## config.mk

```make
export PLATFORM = sky130hd
export DESIGN_NAME = fpa_queue
export DESIGN_NICKNAME = d
export VERILOG_FILES = /design/src/design/fpa_pkg.sv /design/src/design/fpa_queue.sv
export SDC_FILE = /design/constraint.sdc
export NUM_CORES = 1
export LEC_CHECK = 0
export BUFFER_PORTS_ARGS = -buffer_cell sky130_fd_sc_hd__buf_2
export CORE_MARGIN = 1
export CORE_UTILIZATION = 49
export CTS_BUF_LIST = sky130_fd_sc_hd__clkbuf_8
export DETAILED_ROUTE_END_ITERATION = 6
export PLACE_DENSITY = 0.78
export SLEW_MARGIN = 20
export SYNTH_ARGS = -nofsm -noshare
export SYNTH_HDL_FRONTEND = slang
export SYNTH_SLANG_ARGS = --single-unit
```

## constraint.sdc

```tcl
create_clock -name clk_i -period 4 [get_ports clk_i]
set_input_delay 0.2 -clock clk_i [delete_from_list [all_inputs] [get_ports clk_i]]
set_output_delay 0.2 -clock clk_i [all_outputs]
set_load 0.02 [all_outputs]
```

## src/design/fpa_pkg.sv

```systemverilog
// ----------------------------------------------------------------------------
// Fixed-point ALU package
// Opcodes, status codes and the record passed from the front end to the back
// end of the unit.
// ----------------------------------------------------------------------------
package fpa_pkg;

  localparam int unsigned DataW = 32;
  localparam int unsigned FracBitsDefault = 8;
  localparam int unsigned QueueDepth = 2;
  localparam int unsigned DivPipeDepth = 2;

  typedef enum logic [3:0] {
    OP_ADD      = 4'd0,
    OP_SUB      = 4'd1,
    OP_MUL      = 4'd2,
    OP_DIV      = 4'd3,
    OP_MIN      = 4'd4,
    OP_MAX      = 4'd5,
    OP_INC      = 4'd6,
    OP_DEC      = 4'd7,
    OP_FROM_INT = 4'd8,
    OP_TO_INT   = 4'd9
  } op_e;

  typedef enum logic [1:0] {
    ST_OK       = 2'd0,
    ST_OVERFLOW = 2'd1,
    ST_DIV_ZERO = 2'd2
  } status_e;

  // Operation class decided in the front end
  typedef enum logic [2:0] {
    CL_SIMPLE = 3'd0,
    CL_MUL    = 3'd1,
    CL_DIV    = 3'd2,
    CL_DIVZ   = 3'd3,
    CL_NONE   = 3'd4
  } class_e;

  typedef struct packed {
    logic [3:0]              op;
    class_e                  cls;
    logic signed [DataW-1:0] a;
    logic signed [DataW-1:0] b;
    logic                    lt;
    logic                    eq;
    logic                    gt;
  } item_t;

  typedef struct packed {
    logic signed [DataW-1:0] value;
    logic                    lt;
    logic                    eq;
    logic                    gt;
    logic [1:0]              status;
  } res_t;

endpackage

```

## src/design/fpa_queue.sv

```systemverilog
// ----------------------------------------------------------------------------
// Fixed-point ALU item queue
// Small FIFO between front and back end.
// ----------------------------------------------------------------------------
module fpa_queue import fpa_pkg::*; (
  input  logic  clk_i,
  input  logic  rst_ni,
  input  logic  in_valid_i,
  output logic  in_ready_o,
  input  item_t in_item_i,
  output logic  out_valid_o,
  input  logic  out_ready_i,
  output item_t out_item_o
);

  localparam int unsigned PtrW = $clog2(QueueDepth);

  item_t           mem_q [QueueDepth];
  logic [PtrW-1:0] wr_q, rd_q;
  logic [PtrW:0]   cnt_q;
  logic            push, pop;

  assign in_ready_o  = cnt_q != (PtrW+1)'(QueueDepth);
  assign out_valid_o = cnt_q != '0;
  assign out_item_o  = mem_q[rd_q];
  assign push = in_valid_i && in_ready_o;
  assign pop  = out_valid_o && out_ready_i;

  always_ff @(posedge clk_i or negedge rst_ni) begin
    if (!rst_ni) begin
      wr_q  <= '0;
      rd_q  <= '0;
      cnt_q <= '0;
    end else begin
      if (push) wr_q <= (wr_q == PtrW'(QueueDepth-1)) ? '0 : wr_q + 1'b1;
      if (pop)  rd_q <= (rd_q == PtrW'(QueueDepth-1)) ? '0 : rd_q + 1'b1;
      cnt_q <= cnt_q + (PtrW+1)'(push) - (PtrW+1)'(pop);
    end
  end

  always_ff @(posedge clk_i) begin
    if (push) mem_q[wr_q] <= in_item_i;
  end

endmodule

```

==> flow_metrics.tcl <==
set metrics [dict create \
    cts_resized 0 \
    drt_iter0_drc 145 \
    synth_area_leaders "edfxtp_1, mux2_4, mux2_2" \
    ys_ff_latch 152 \
    min_period_ns 2.56 \
    die_area_mm2 0.0122 \
    die_y_um 110 \
    finalWirelength_mm 9.96 \
    regArea_mm2 0.00455 \
    place.gp.congestion 0.677 \
    path_cells "buf_4, mux2_2, buf_2" \
    overflow 0 \
    syn_inst 252 \
    syn-num-nets 331 \
    grt_pass1_wl_mm 15.6 \
    reg2reg_to "mem_q[0][73]$_DFFE_PP_" \
    hold_path_end "rd_q$_DFFE_PN0P_" \
    drc 0 \
    core_mm2 0.0114 \
    finalHoldViolCount 0 \
    yosysTopAreaCell "edfxtp_1" \
    cp_slowest_cell "dfrtp_4" \
    ioPinCount 154 \
    clk_latency_ns 0.41 \
    critPathRequiredTime_ns 3.80 \
    hp-start "out_ready_i" \
    final_cell_mix "buf_2, edfxtp_1, dlygate4sd3_1" \
    final_common_cell "buf_2" \
    grt_max_degree 75 \
    critPathBufInv 2 \
    final_antenna_net_count 0 \
    arrival_ns 2.36 \
    cp_top_family "flip-flops" \
    max_freq_ghz 0.391 \
    r2r-start "cnt_q[0]$_DFF_PN0_" \
    cap_violations 0 \
    powerDensity_mw_per_mm2 686 \
    syn_to_final_growth_pct 35.9 \
    cp-start-kind "register" \
    relSlewSlack_pct 31.7 \
    clock-root-buffer "clkbuf_8" \
    rsz0062_at_grt "no" \
    grt_usage_pct 16.9 \
    num_antenna_cells 0 \
    cts_buffers 17 \
    final_cell_area_mm2 0.00782 \
    multi_input_area_mm2 0.00115 \
    num_vias 3124 \
    crit_type "reg2out" \
    holdPathStages 3 \
    io_buffers 153 \
    endpoint_kind "output port" \
    rr_worst_depth 4 \
    dpl-instance-area_mm2 0.00668 \
    ir_worst_vdd_mv 0.374 \
    setup_viol 0 \
    num_rows 39 \
    antenna_found_initial 0 \
    yosys_warnings 0 \
    syn_area_mm2 0.00576 \
    hpwl_mm 5.77 \
    tightest_slew_ns 1.02 \
    syn_area_per_cell_um2 22.8 \
    final_layout_size_suffix_gt1_share_pct 51.8 \
    cts_tree "done" \
    clk_path_buf_depth 2 \
    fin_nets 573 \
    ys_types 20 \
    die_w_um 110 \
    fillers 761 \
    seq_area_frac_synth_pct 78.9 \
    cp_max_fo 59 \
    status "finished clean" \
    postCtsSetupRepairBufs 0 \
    min_period_over_period_pct 64.0 \
    r2r_slack_ns 2.07 \
    numClockSinks 152 \
    wire_per_inst_um 15.3 \
    clk_pin_slew_ns 0.07 \
    htreeDepth 4 \
    synth_top_area_share_pct 77.2 \
    postCtsHoldBufs 75 \
    grt_pass1_vias 3303 \
    tns_ns 0 \
    drv_slew 0 \
    critPathMaxStageDelay_ns 1.06 \
    fin_worst_skew_ns 0.00938 \
    initial_utilization_pct 50.4 \
    firstDrtPassIters 4 \
    vias_per_cell 4.81 \
    p_leak_nw 3.11 \
    worstHoldPathType "in2reg" \
]
[layer usage]
layer,up-vias,GRT usage [%],share of wire (%)
li1,1486,-,-
met1,1498,20.5,42
met2,127,28.3,51
met3,13,5.10,5.4
met4,0,6.93,1.3
met5,-,0,0
[state kept, by name, summed over array words and instances, names as in the netlist]
signal,count
cnt_q,2
mem_q,148
rd_q,1
wr_q,1
[how the worst max path moves through the flow]
stage          slack, ns  depth (start not counted)               endpoint          startpoint
6_report            1.44                          3         out_item_o[64]    rd_q$_DFFE_PN0P_
5_1_grt             1.34                          3         out_item_o[40]    rd_q$_DFFE_PN0P_
4_1_cts             1.37                          3         out_item_o[64]    rd_q$_DFFE_PN0P_
3_5_place_dp        1.86                          3         out_item_o[64]    rd_q$_DFFE_PN0P_
3_3_place_gp        1.86                          3         out_item_o[64]    rd_q$_DFFE_PN0P_
2_1_floorplan       0.84                          3  mem_q[0][0]$_DFFE_PP_  cnt_q[0]$_DFF_PN0_
[cells by family (layout without fill, tap and decap cells)]
| group | after synthesis | after routing | share of synthesized area (%) |
|---|---|---|---|
| multiplexers | 74 | 74 | 17.7 |
| adder cells (fa/ha/maj) | 1 | 1 | 0.217 |
| AO/OA/AOI/OAI | 4 | 4 | 0.543 |
| AND/OR/NAND/NOR | 10 | 10 | 0.848 |
| flip-flops | 152 | 152 | 78.9 |
| buffers and inverters | 8 | 262 | 1.28 |
| XOR/XNOR | 3 | 3 | 0.456 |
[metrics by stage]
step | total power (W) | worst slack [ns] | utilization (%) | instances | hold slack, ns
after floorplan | 0.00374 | 0.835 | - | 252 | -0.0956
after CTS | 0.00543 | 1.37 | 68.5 | 649 | 0.0516
after detailed placement | 0.00424 | 1.86 | 58.5 | 543 | 0.0124
final | 0.00537 | 1.44 | 68.5 | 649 | 0.0929
after global routing | 0.00563 | 1.34 | 68.5 | 649 | 0.0753
after global placement | 0.00420 | 1.86 | 58.5 | 543 | 0.00959
[worst min-delay path: cells and delay by family]
kind	cells	cell delay, ns
xor gates and xnor gates	1	0.06
buffers and inverters	1	0.13
and+or+nand+nor	1	0.07
[synth_stat cells, drive strengths merged]
cell type	n
mux2	74
or2	1
edfxtp	148
ha	1
nand2	2
a21bo	1
a32oi	1
xnor2	3
dfrtp	4
a211oi	1
nor2b	1
nor2	3
buf	8
nand2b	1
o21ai	1
nand3	1
and3	1
[final cells by class]
class	count	share of cell area, %
sequential	152	58.1
timing repair buffer	231	19.8
tap	143	2.29
clock buffer	17	2.99
multi-input combinational	92	14.7
clock inverter	14	2.03
[power breakdown]
group	total, W	internal [W]	switching (W)
clock network	0.00113	0.000608	0.000525
logic	0.00182	0.000867	0.000953
registers	0.00242	0.00218	0.000237
total	0.00537	0.00365	0.00171
(Power assumes the default switching activity.)
