<file path="config.mk">
export PLATFORM = sky130hd
export DESIGN_NAME = fpa_front
export DESIGN_NICKNAME = d
export VERILOG_FILES = /design/src/design/fpa_pkg.sv /design/src/design/fpa_front.sv
export SDC_FILE = /design/constraint.sdc
export NUM_CORES = 1
export LEC_CHECK = 0
export ABC_AREA = 1
export BUFFER_PORTS_ARGS = -buffer_cell sky130_fd_sc_hd__buf_2
export CAP_MARGIN = 20
export CELL_PAD_IN_SITES_DETAIL_PLACEMENT = 0
export CELL_PAD_IN_SITES_GLOBAL_PLACEMENT = 1
export CORE_AREA = 3 3 100 102
export CTS_CLUSTER_DIAMETER = 120
export DETAILED_ROUTE_END_ITERATION = 8
export DIE_AREA = 0 0 103 105
export GPL_TIMING_DRIVEN = 0
export PLACE_DENSITY = 0.79
export RECOVER_POWER = 25
export SYNTH_ARGS = -nofsm -noshare
export SYNTH_HDL_FRONTEND = slang
export SYNTH_SLANG_ARGS = --single-unit
</file>
<file path="constraint.sdc">
create_clock -name clk_i -period 6.5 [get_ports clk_i]
set_input_delay 0 -clock clk_i [delete_from_list [all_inputs] [get_ports clk_i]]
set_output_delay 0 -clock clk_i [all_outputs]
set_load 0.02 [all_outputs]
</file>
<file path="src/design/fpa_pkg.sv">
// ----------------------------------------------------------------------------
// Fixed-point ALU package
// Opcodes, status codes and the record passed from the front end to the back
// end of the unit.
// ----------------------------------------------------------------------------
package fpa_pkg;

  localparam int unsigned DataW = 32;
  localparam int unsigned FracBitsDefault = 8;
  localparam int unsigned QueueDepth = 2;
  localparam int unsigned DivPipeDepth = 2;

  typedef enum logic [3:0] {
    OP_ADD      = 4'd0,
    OP_SUB      = 4'd1,
    OP_MUL      = 4'd2,
    OP_DIV      = 4'd3,
    OP_MIN      = 4'd4,
    OP_MAX      = 4'd5,
    OP_INC      = 4'd6,
    OP_DEC      = 4'd7,
    OP_FROM_INT = 4'd8,
    OP_TO_INT   = 4'd9
  } op_e;

  typedef enum logic [1:0] {
    ST_OK       = 2'd0,
    ST_OVERFLOW = 2'd1,
    ST_DIV_ZERO = 2'd2
  } status_e;

  // Operation class decided in the front end
  typedef enum logic [2:0] {
    CL_SIMPLE = 3'd0,
    CL_MUL    = 3'd1,
    CL_DIV    = 3'd2,
    CL_DIVZ   = 3'd3,
    CL_NONE   = 3'd4
  } class_e;

  typedef struct packed {
    logic [3:0]              op;
    class_e                  cls;
    logic signed [DataW-1:0] a;
    logic signed [DataW-1:0] b;
    logic                    lt;
    logic                    eq;
    logic                    gt;
  } item_t;

  typedef struct packed {
    logic signed [DataW-1:0] value;
    logic                    lt;
    logic                    eq;
    logic                    gt;
    logic [1:0]              status;
  } res_t;

endpackage

</file>
<file path="src/design/fpa_front.sv">
// ----------------------------------------------------------------------------
// Fixed-point ALU front end
// Registers accepted items, compares the operands and classifies the opcode.
// ----------------------------------------------------------------------------
module fpa_front import fpa_pkg::*; (
  input  logic              clk_i,
  input  logic              rst_ni,
  input  logic              in_valid_i,
  output logic              in_ready_o,
  input  logic [3:0]        op_i,
  input  logic [DataW-1:0]  a_i,
  input  logic [DataW-1:0]  b_i,
  output logic              out_valid_o,
  input  logic              out_ready_i,
  output item_t             out_item_o
);

  logic  valid_q;
  item_t item_q, item_d;

  assign in_ready_o  = !valid_q || out_ready_i;
  assign out_valid_o = valid_q;
  assign out_item_o  = item_q;

  always_comb begin
    item_d.op = op_i;
    item_d.a  = a_i;
    item_d.b  = b_i;
    item_d.lt = $signed(a_i) < $signed(b_i);
    item_d.eq = a_i == b_i;
    item_d.gt = $signed(a_i) > $signed(b_i);
    unique case (op_i)
      OP_ADD, OP_SUB, OP_MIN, OP_MAX, OP_INC, OP_DEC, OP_FROM_INT, OP_TO_INT:
        item_d.cls = CL_SIMPLE;
      OP_MUL: item_d.cls = CL_MUL;
      OP_DIV: item_d.cls = (b_i == '0) ? CL_DIVZ : CL_DIV;
      default: item_d.cls = CL_NONE;
    endcase
  end

  always_ff @(posedge clk_i or negedge rst_ni) begin
    if (!rst_ni) begin
      valid_q <= 1'b0;
    end else if (in_ready_o) begin
      valid_q <= in_valid_i;
    end
  end

  always_ff @(posedge clk_i) begin
    if (in_ready_o && in_valid_i) begin
      item_q <= item_d;
    end
  end

endmodule

</file>
==> flow_summary.toml, run 1 <==
[synthesis]
syn-num-nets = 349
yosys_warnings = 0
netlist_instances = 245
synth-seq-cells = 75
avgSynthCellArea_um2 = 13.4
yosysSeqAreaShare_pct = 68.4
ys_types = 22
syn_area_mm2 = 0.00329

[pwr]
vdd_drop_max_mv = 0.110
p_per_area_mw_per_mm2 = 236
combinationalPowerShare_pct = 16.0
switching_share_pct = 23.5
internal-power_w = 0.000924
leakagePower_nw = 2.26
p_seq_share_pct = 47.2
p_clk_share_pct = 36.8
switchingPower_w = 0.000283

[floorplan]
core_mm2 = 0.00920
fp-row-count = 35
die_area_mm2 = 0.0108
ioPinCount = 148
die_w_um = 103
dieHeight_um = 105
start_util_pct = 35.7

[worst_setup_path]
r2r_cells = 3
reg2reg_slack_ns = 4.59
required_ns = 6.55
cp-start-kind = "register"
worst_ep_arrival_time_ns = 1.96
crit_path_end_kind = "register"
path_max_fanout = 27
crit_end = "out_item_o[55]"
path_class = "reg -> reg"
r2r_end = "out_item_o[55]"
startpoint = "out_valid_o"
timing.rr.start = "out_valid_o"

[global_route]
grt_pass1_vias = 2687
grt_usage_pct = 15.6
antenna_found_initial = 0
grt_max_degree = 28
overflow = 0
grt_first_pass_wirelength_mm = 12.8

[clock_tree]
cts_tree = "yes"
cts_buffers = 9
htreeDepth = 3
root_buffer = "clkbuf_8"
clkSinkCount = 75
post_cts_resized = 0
path_clk_slew_ns = 0.08
cts.path.max_buffers = 2
clk_latency_ns = 0.34

[timing]
hold_violations = 0
skew_ns = 0.00680
layout_min_cycle_time_ns = 1.91
slew_viol_final = 0
rsz0062_at_grt = "false"
min_period_over_period_pct = 29.4
relSlewSlack_pct = 44.3
setup_tns_ns = 0
worst_pin_slew_ns = 0.834
max_freq_ghz = 0.522
finalSetupViolCount = 0

[layout]
nFillCells = 800
antennaDiodeCount = 0
drive_gt1_share_pct = 25.1
nets = 581
syn_to_final_growth_pct = 55.9
instances_no_fill = 593
design_area_mm2 = 0.00512

[place]
gp_congestion = 0.720
dp_cells = 505
hpwlAfterDp_mm = 5.93
dpl_cell_area_mm2 = 0.00422
port_buffers = 147

[route]
postRouteAntennaNets = 0
drtIter0Drc = 51
wl_per_cell_um = 13.7
drt_wl_total_mm = 8.13
drc = 0
firstDrtPassIters = 4
vias = 2609
via_per_inst = 4.40

[min_path]
hp-class = "in -> reg"

[job]
max_cap_viol_count = 0

[outcome]
status = "finished clean"
routing by layer:
metal / wire, µm / up-vias / share of wire (%) / GRT usage, %
met5: 0 / - / 0 / 0
met4: 150 / 0 / 1.8 / 6.11
met3: 506 / 11 / 6.2 / 3.87
met2: 3890 / 94 / 48 / 25.5
met1: 3580 / 1178 / 44 / 19.4
li1: - / 1326 / - / -
worst min path at each step:
| stage | start | endpoint | slack [ns] | depth (start not counted) |
|---|---|---|---|---|
| after floorplan | rst_ni | out_valid_o | -0.30 | 0 |
| after global placement | rst_ni | out_valid_o | -0.22 | 1 |
| after detailed placement | rst_ni | out_valid_o | -0.22 | 1 |
| after CTS | out_ready_i | out_item_o[44] | 0.26 | 3 |
| after global routing | out_ready_i | out_item_o[44] | 0.30 | 3 |
| final | out_ready_i | out_item_o[44] | 0.27 | 3 |
metrics by stage:
step	power [W]	util [%]	setup WS, ns	hold slack [ns]
after floorplan	0.000675	-	1.87	-0.296
after global placement	0.000741	45.2	0.673	-0.224
after detailed placement	0.000747	45.9	4.56	-0.224
after CTS	0.00123	56.5	4.55	0.261
after global routing	0.00127	55.7	4.45	0.297
final	0.00121	55.7	4.59	0.267
Yosys cell counts (all sizes together):
library cell | number | area [µm²]
inv | 45 | 169
nor3 | 3 | 20.0
dfrtp | 1 | 25.0
nor4 | 9 | 56.3
o21ai | 2 | 10.0
o21a | 3 | 23.8
nand4 | 4 | 31.3
nand2 | 40 | 155
ha | 32 | 400
a21o | 1 | 7.51
nor2 | 14 | 67.6
edfxtp | 74 | 2220
a21oi | 13 | 72.6
nand3 | 4 | 25.0
critical path: stages, from the launching register on:
cell and delay (ns):
dfrtp_1 0.43, a21oi_4 0.69, buf_12 0.29, buf_16 0.20
timing repair:
action                    CTS  global route
hold buffers               72             0
hold endpoints to repair   72             0
buffers inserted            0             0
cell type report:
| type | instances | area (µm²) | area share, % |
|---|---|---|---|
| Timing Repair Buffer | 221 | 1430 | 28.0 |
| Multi-Input combinational cell | 125 | 881 | 17.2 |
| Inverter | 45 | 169 | 3.30 |
| Clock inverter | 4 | 97.6 | 1.91 |
| Clock buffer | 12 | 155 | 3.03 |
| Tap cell | 111 | 139 | 2.71 |
| Sequential cell | 75 | 2250 | 43.9 |
power by group through the flow:
| stage | clock network [W] | registers (W) | logic [W] |
|---|---|---|---|
| 3_5_place_dp | 0 | 0.000581 | 0.000166 |
| 3_3_place_gp | 0 | 0.000585 | 0.000157 |
| 2_1_floorplan | 0 | 0.000620 | 0.0000550 |
| 4_1_cts | 0.000460 | 0.000570 | 0.000200 |
| 5_1_grt | 0.000476 | 0.000573 | 0.000216 |
| 6_report | 0.000444 | 0.000570 | 0.000193 |
placed cells by master (no fill, tap or decap), types with 2 or more instances in the layout:
cell and n:
clkbuf_1 57, nor3_1 2, ha_1 32, o21ai_0 2, dlygate4sd3_1 72, o21a_1 2
nand2_1 38, nand4_1 3, nor4_1 9, a21oi_2 2, nor2_1 10, nor2_2 3
buf_2 91, nand3_1 3, a21oi_1 10, nand2_2 2, edfxtp_1 74, inv_1 45
clkbuf_8 11, bufinv_16 3
flip-flops by register name, summed over array words and instances, names as in the netlist:
register     count
out_valid_o      1
out_item_o      74
cell families (layout without fill, tap and decap cells):
logic type                 Yosys count  after routing  synth area share (%)
adders and majority gates           32             32                  12.2
DFF                                 75             75                  68.4
and+or+nand+nor                     74             74                  10.8
buffers and inverters               45            282                  5.14
AOI/OAI and AO/OA                   19             19                  3.47
Power figures use the tool's default switching activity.
==> inputs of run 2 (changes only) <==
CORE_AREA = 3 3 106 108   (was 3 3 100 102)
DIE_AREA = 0 0 109 111   (was 0 0 103 105)
PLACE_DENSITY = 0.74   (was 0.79)
clock period = 1.6 ns   (was 6.5 ns; I/O delays follow)
==> flow_summary.toml, run 2 (synthesis gave the netlist of run 1 again) <==
[outcome]
status = "finished clean"

[layout]
nFillCells = 929
nets = 571
final_cell_mix = "buf_2 (107), edfxtp_1 (74), dlygate4sd3_1 (69), inv_1 (45), nand2_1 (30)"
largest_register_ff_count = 74
syn_to_final_growth_pct = 59.8
antennaDiodeCount = 0
drive_gt1_share_pct = 33.5
final_util_pct = 50.9
design_area_mm2 = 0.00525
final_common_cell = "buf_2"

[clock_tree]
path_clk_slew_ns = 0.07
cts_setup_buffers = 0
root_buffer = "clkbuf_8"
cts.path.max_buffers = 2
clkSinkCount = 75
cts_tree = "yes"
cts_buffers = 9
clk_latency_ns = 0.34
htreeDepth = 3

[timing]
layout_min_cycle_time_ns = 1.54
min_period_over_period_pct = 96.4
slew_viol_final = 0
worst_pin_slew_ns = 0.561
rsz0062_at_grt = "true"
setup_slack_ns = 0.0568
skew_ns = 0.00964
hold_violations = 0
finalSetupViolCount = 0
setup_tns_ns = 0
relSlewSlack_pct = 62.6
max_freq_ghz = 0.648

[route]
postRouteAntennaNets = 0
vias = 2618
wl_per_cell_um = 13.5
firstDrtPassIters = 4
drtIter0Drc = 54
drt_wl_total_mm = 8.22
via_per_inst = 4.31
drc = 0

[pwr]
p_total_w = 0.00456
leakagePower_nw = 2.34
vdd_drop_max_mv = 0.426
p_per_area_mw_per_mm2 = 868

[global_route]
grt_pass1_vias = 2745
overflow = 0
grt_usage_pct = 13.7
grt_max_degree = 34
grt_first_pass_wirelength_mm = 12.6
antenna_found_initial = 0

[min_path]
hold_path_end = "out_item_o[7]"
hp-class = "in -> reg"
whs_path_depth = 1
holdCritStartpoint = "b_i[4]"

[place]
hpwlAfterDp_mm = 5.95
post-place-ws_ns = -0.0958
dpl_cell_area_mm2 = 0.00425
gp_congestion = 0.707
port_buffers = 147

[floorplan]
fp-row-count = 37
core_mm2 = 0.0103
die_w_um = 109
dieHeight_um = 111
die_area_mm2 = 0.0121
start_util_pct = 31.8
ioPinCount = 148

[worst_setup_path]
r2r_end = "out_item_o[56]"
reg2reg_slack_ns = 0.08
worst_ep_arrival_time_ns = 1.63
path_max_fanout = 3
crit_path_end_kind = "register"
timing.rr.start = "out_valid_o"
required_ns = 1.69
path_class = "in -> reg"
cp-start-kind = "input pin"
r2r_cells = 2

[job]
max_cap_viol_count = 0
-- run 2: layout make-up --
type	count	area (µm²)	area share [%]
clock buffers	13	149	2.84
repair buffers	210	1460	27.7
inverters	45	169	3.22
flip-flops and latches	75	2250	42.8
well taps	136	170	3.24
multi-input cells	126	1020	19.4
clock inverters	3	40.0	0.762
-- run 2: worst max-delay path by stage --
stage / start / endpoint / slack [ns] / cells past startpoint
after global routing: b_i[28] / out_item_o[0] / -0.01 / 13
after global placement: out_valid_o / out_item_o[53] / -0.96 / 1
final: b_i[28] / out_item_o[0] / 0.06 / 13
after detailed placement: out_valid_o / out_item_o[53] / -0.1 / 2
after CTS: a_i[1] / out_item_o[0] / 0.008 / 15
after floorplan: out_valid_o / out_item_o[0] / -0.56 / 1
-- run 2: where the power goes --
part / total [W] / internal [W] / switching, W
logic: 0.000834 / 0.000368 / 0.000466
registers: 0.00232 / 0.00229 / 0.0000256
clock network: 0.00141 / 0.000760 / 0.000649
total: 0.00456 / 0.00342 / 0.00114
-- run 2: what timing repair did --
item,CTS,global route
endpoints found under the setup margin,56,3
gates cloned,1,0
hold endpoints to repair,72,5
hold buffers,72,5
resized for setup,0,35
pin swaps,1,13
-- run 2: through the flow --
step                hold slack [ns]  std cells
finish                       0.0744        608
global route                 0.0721        608
CTS                           0.237        619
detailed placement           -0.224        530
global placement             -0.225        528
floorplan                    -0.296        245
-- run 2: layer usage --
metal	up-vias	track usage [%]	part of all wire [%]	wire length, µm
met5	-	0	0	0
met4	0	7.91	3.1	254
met3	20	3.15	6.1	499
met2	95	22.3	49	4020
met1	1192	16.3	42	3450
li1	1311	-	-	-
-- run 2: worst max-delay path, cell delays in order --
cell	delay (ns)
dlygate4sd3_1	0.53
buf_2	0.13
inv_1	0.04
ha_1	0.26
nand2_1	0.08
nor2_4	0.14
nand2_4	0.08
nor2_4	0.08
nand2_2	0.06
nand2_1	0.05
nand2_1	0.06
nand2_2	0.08
nor2_2	0.03
==> inputs of run 3 (changes only) <==
CORE_AREA = 3 3 100 102   (was 3 3 106 108)
DIE_AREA = 0 0 103 105   (was 0 0 109 111)
PLACE_DENSITY = 0.79   (was 0.74)
clock period = 1.5 ns   (was 1.6 ns; I/O delays follow)
==> flow_summary.toml, run 3 (synthesis gave the netlist of run 1 again) <==
[pwr]
vdd_drop_max_mv = 0.388
p_per_area_mw_per_mm2 = 982
leakagePower_nw = 2.29
p_total_w = 0.00502

[worst_setup_path]
path_class = "in -> reg"
crit_path_end_kind = "register"
worst_ep_arrival_time_ns = 1.47
path_max_fanout = 3
cp-start-kind = "input pin"
required_ns = 1.60

[route]
postRouteAntennaNets = 0
wl_met3_um = 477
drtIter0Drc = 79
wl_met2_mm = 4.29
firstDrtPassIters = 4
vias = 2661
drc = 0
via_per_inst = 4.49
top_layer = "met4"
wl_per_cell_um = 14.2
drt_wl_total_mm = 8.42
wirelength_met1_mm = 3.47

[layout]
drive_gt1_share_pct = 27.2
nFillCells = 833
syn_to_final_growth_pct = 55.8
final_util_pct = 55.6
final_cell_mix = "buf_2 (95), edfxtp_1 (74), dlygate4sd3_1 (71), clkbuf_1 (48), inv_1 (45)"
antennaDiodeCount = 0
largest_register_ff_count = 74
nets = 581
final_common_cell = "buf_2"

[floorplan]
die_w_um = 103
core_mm2 = 0.00920
start_util_pct = 35.7
dieHeight_um = 105
ioPinCount = 148
fp-row-count = 35
die_area_mm2 = 0.0108

[clock_tree]
root_buffer = "clkbuf_8"
cts_tree = "yes"
clk_latency_ns = 0.35
htreeDepth = 3
cts.path.max_buffers = 2
cts_buffers = 9
path_clk_slew_ns = 0.08
clkSinkCount = 75

[timing]
finalSetupViolCount = 0
worst_pin_slew_ns = 0.425
hold_violations = 0
slew_viol_final = 0
setup_slack_ns = 0.131
rsz0062_at_grt = "false"
layout_min_cycle_time_ns = 1.37
setup_tns_ns = 0
skew_ns = 0.00809
relSlewSlack_pct = 71.4
max_freq_ghz = 0.731
min_period_over_period_pct = 91.3

[outcome]
status = "finished clean"

[global_route]
antenna_found_initial = 0
overflow = 0
grt_usage_pct = 16.2
grt_first_pass_wirelength_mm = 13.4
grt_pass1_vias = 2811
grt_max_degree = 33

[place]
gp_congestion = 0.754
port_buffers = 147
hpwlAfterDp_mm = 6.00
post-place-ws_ns = -0.00282

[job]
max_cap_viol_count = 0

[min_path]
hp-class = "in -> reg"
[run 3: changes by cell type in the layout (fill, tap and decap cells not counted), moves of 3 or more]
cell	change
nor2_1	+4
a21oi_2	-3
nand2_2	-6
clkbuf_1	+21
nand2_1	+7
buf_2	-12
ha_4	-4
dlymetal6s4s_1	-3
ha_1	+4
nor2_4	-3
[run 3: what timing repair did]
| action | 4_1_cts | 5_1_grt |
|---|---|---|
| endpoints found under the setup margin | 62 | 2 |
| endpoints found under the hold margin | 72 | 2 |
| resized for setup | 0 | 6 |
| pin swaps | 1 | 8 |
| gates cloned | 0 | 0 |
| hold buffers | 72 | 2 |
| setup buffers | 2 | 0 |
[run 3: routing by layer]
metal	GRT usage [%]	vias up
li1	-	1325
met3	3.60	16
met1	19.9	1237
met5	0	-
met2	27.1	83
met4	6.66	0
[run 3: final timing paths]
check / startpoint / endpoint / slack (ns) / cells past startpoint
worst max-delay path: a_i[24] / out_item_o[0] / 0.13 / 11
worst min-delay path: a_i[16] / out_item_o[51] / 0.07 / 1
min in group asynchronous: rst_ni / out_valid_o / 0.47 / 3
worst min register to register: out_valid_o / out_item_o[13] / 0.79 / 2
worst max register to register: out_valid_o / out_item_o[6] / 0.25 / 2
max in group asynchronous: rst_ni / out_valid_o / 0.92 / 3
[run 3: cell type report]
cell class	instances	area (µm²)	share of cell area, %
multi-input cells	125	886	17.3
flip-flops and latches	75	2250	43.9
inverters	45	169	3.30
repair buffers	221	1460	28.5
well taps	111	139	2.71
clock inverters	6	90.1	1.76
clock buffers	10	128	2.49
[run 3: metrics by stage]
stage                     std cells  hold slack [ns]  area, µm²
final                           593           0.0697       5120
after global routing            593           0.0709       5120
after CTS                       595            0.213       5170
after detailed placement        505           -0.222       4210
after global placement          503           -0.225       4170
after floorplan                 245           -0.296       3300
[run 3: where the power goes]
group          leakage [nW]  total [W]  internal (W)  switching [W]
clock network         0.106    0.00171      0.000940       0.000767
registers             0.716    0.00247       0.00244      0.0000269
logic                  1.46   0.000848      0.000370       0.000479
[run 3: worst max-delay path, stage by stage]
cell,delay (ns)
dlygate4sd3_1,0.56
ha_1,0.28
nand2_1,0.06
nor2_2,0.11
nand2_2,0.07
nor2_1,0.09
nand2_1,0.07
nand2_1,0.06
nand2_1,0.06
nand2_2,0.08
nor2_2,0.03
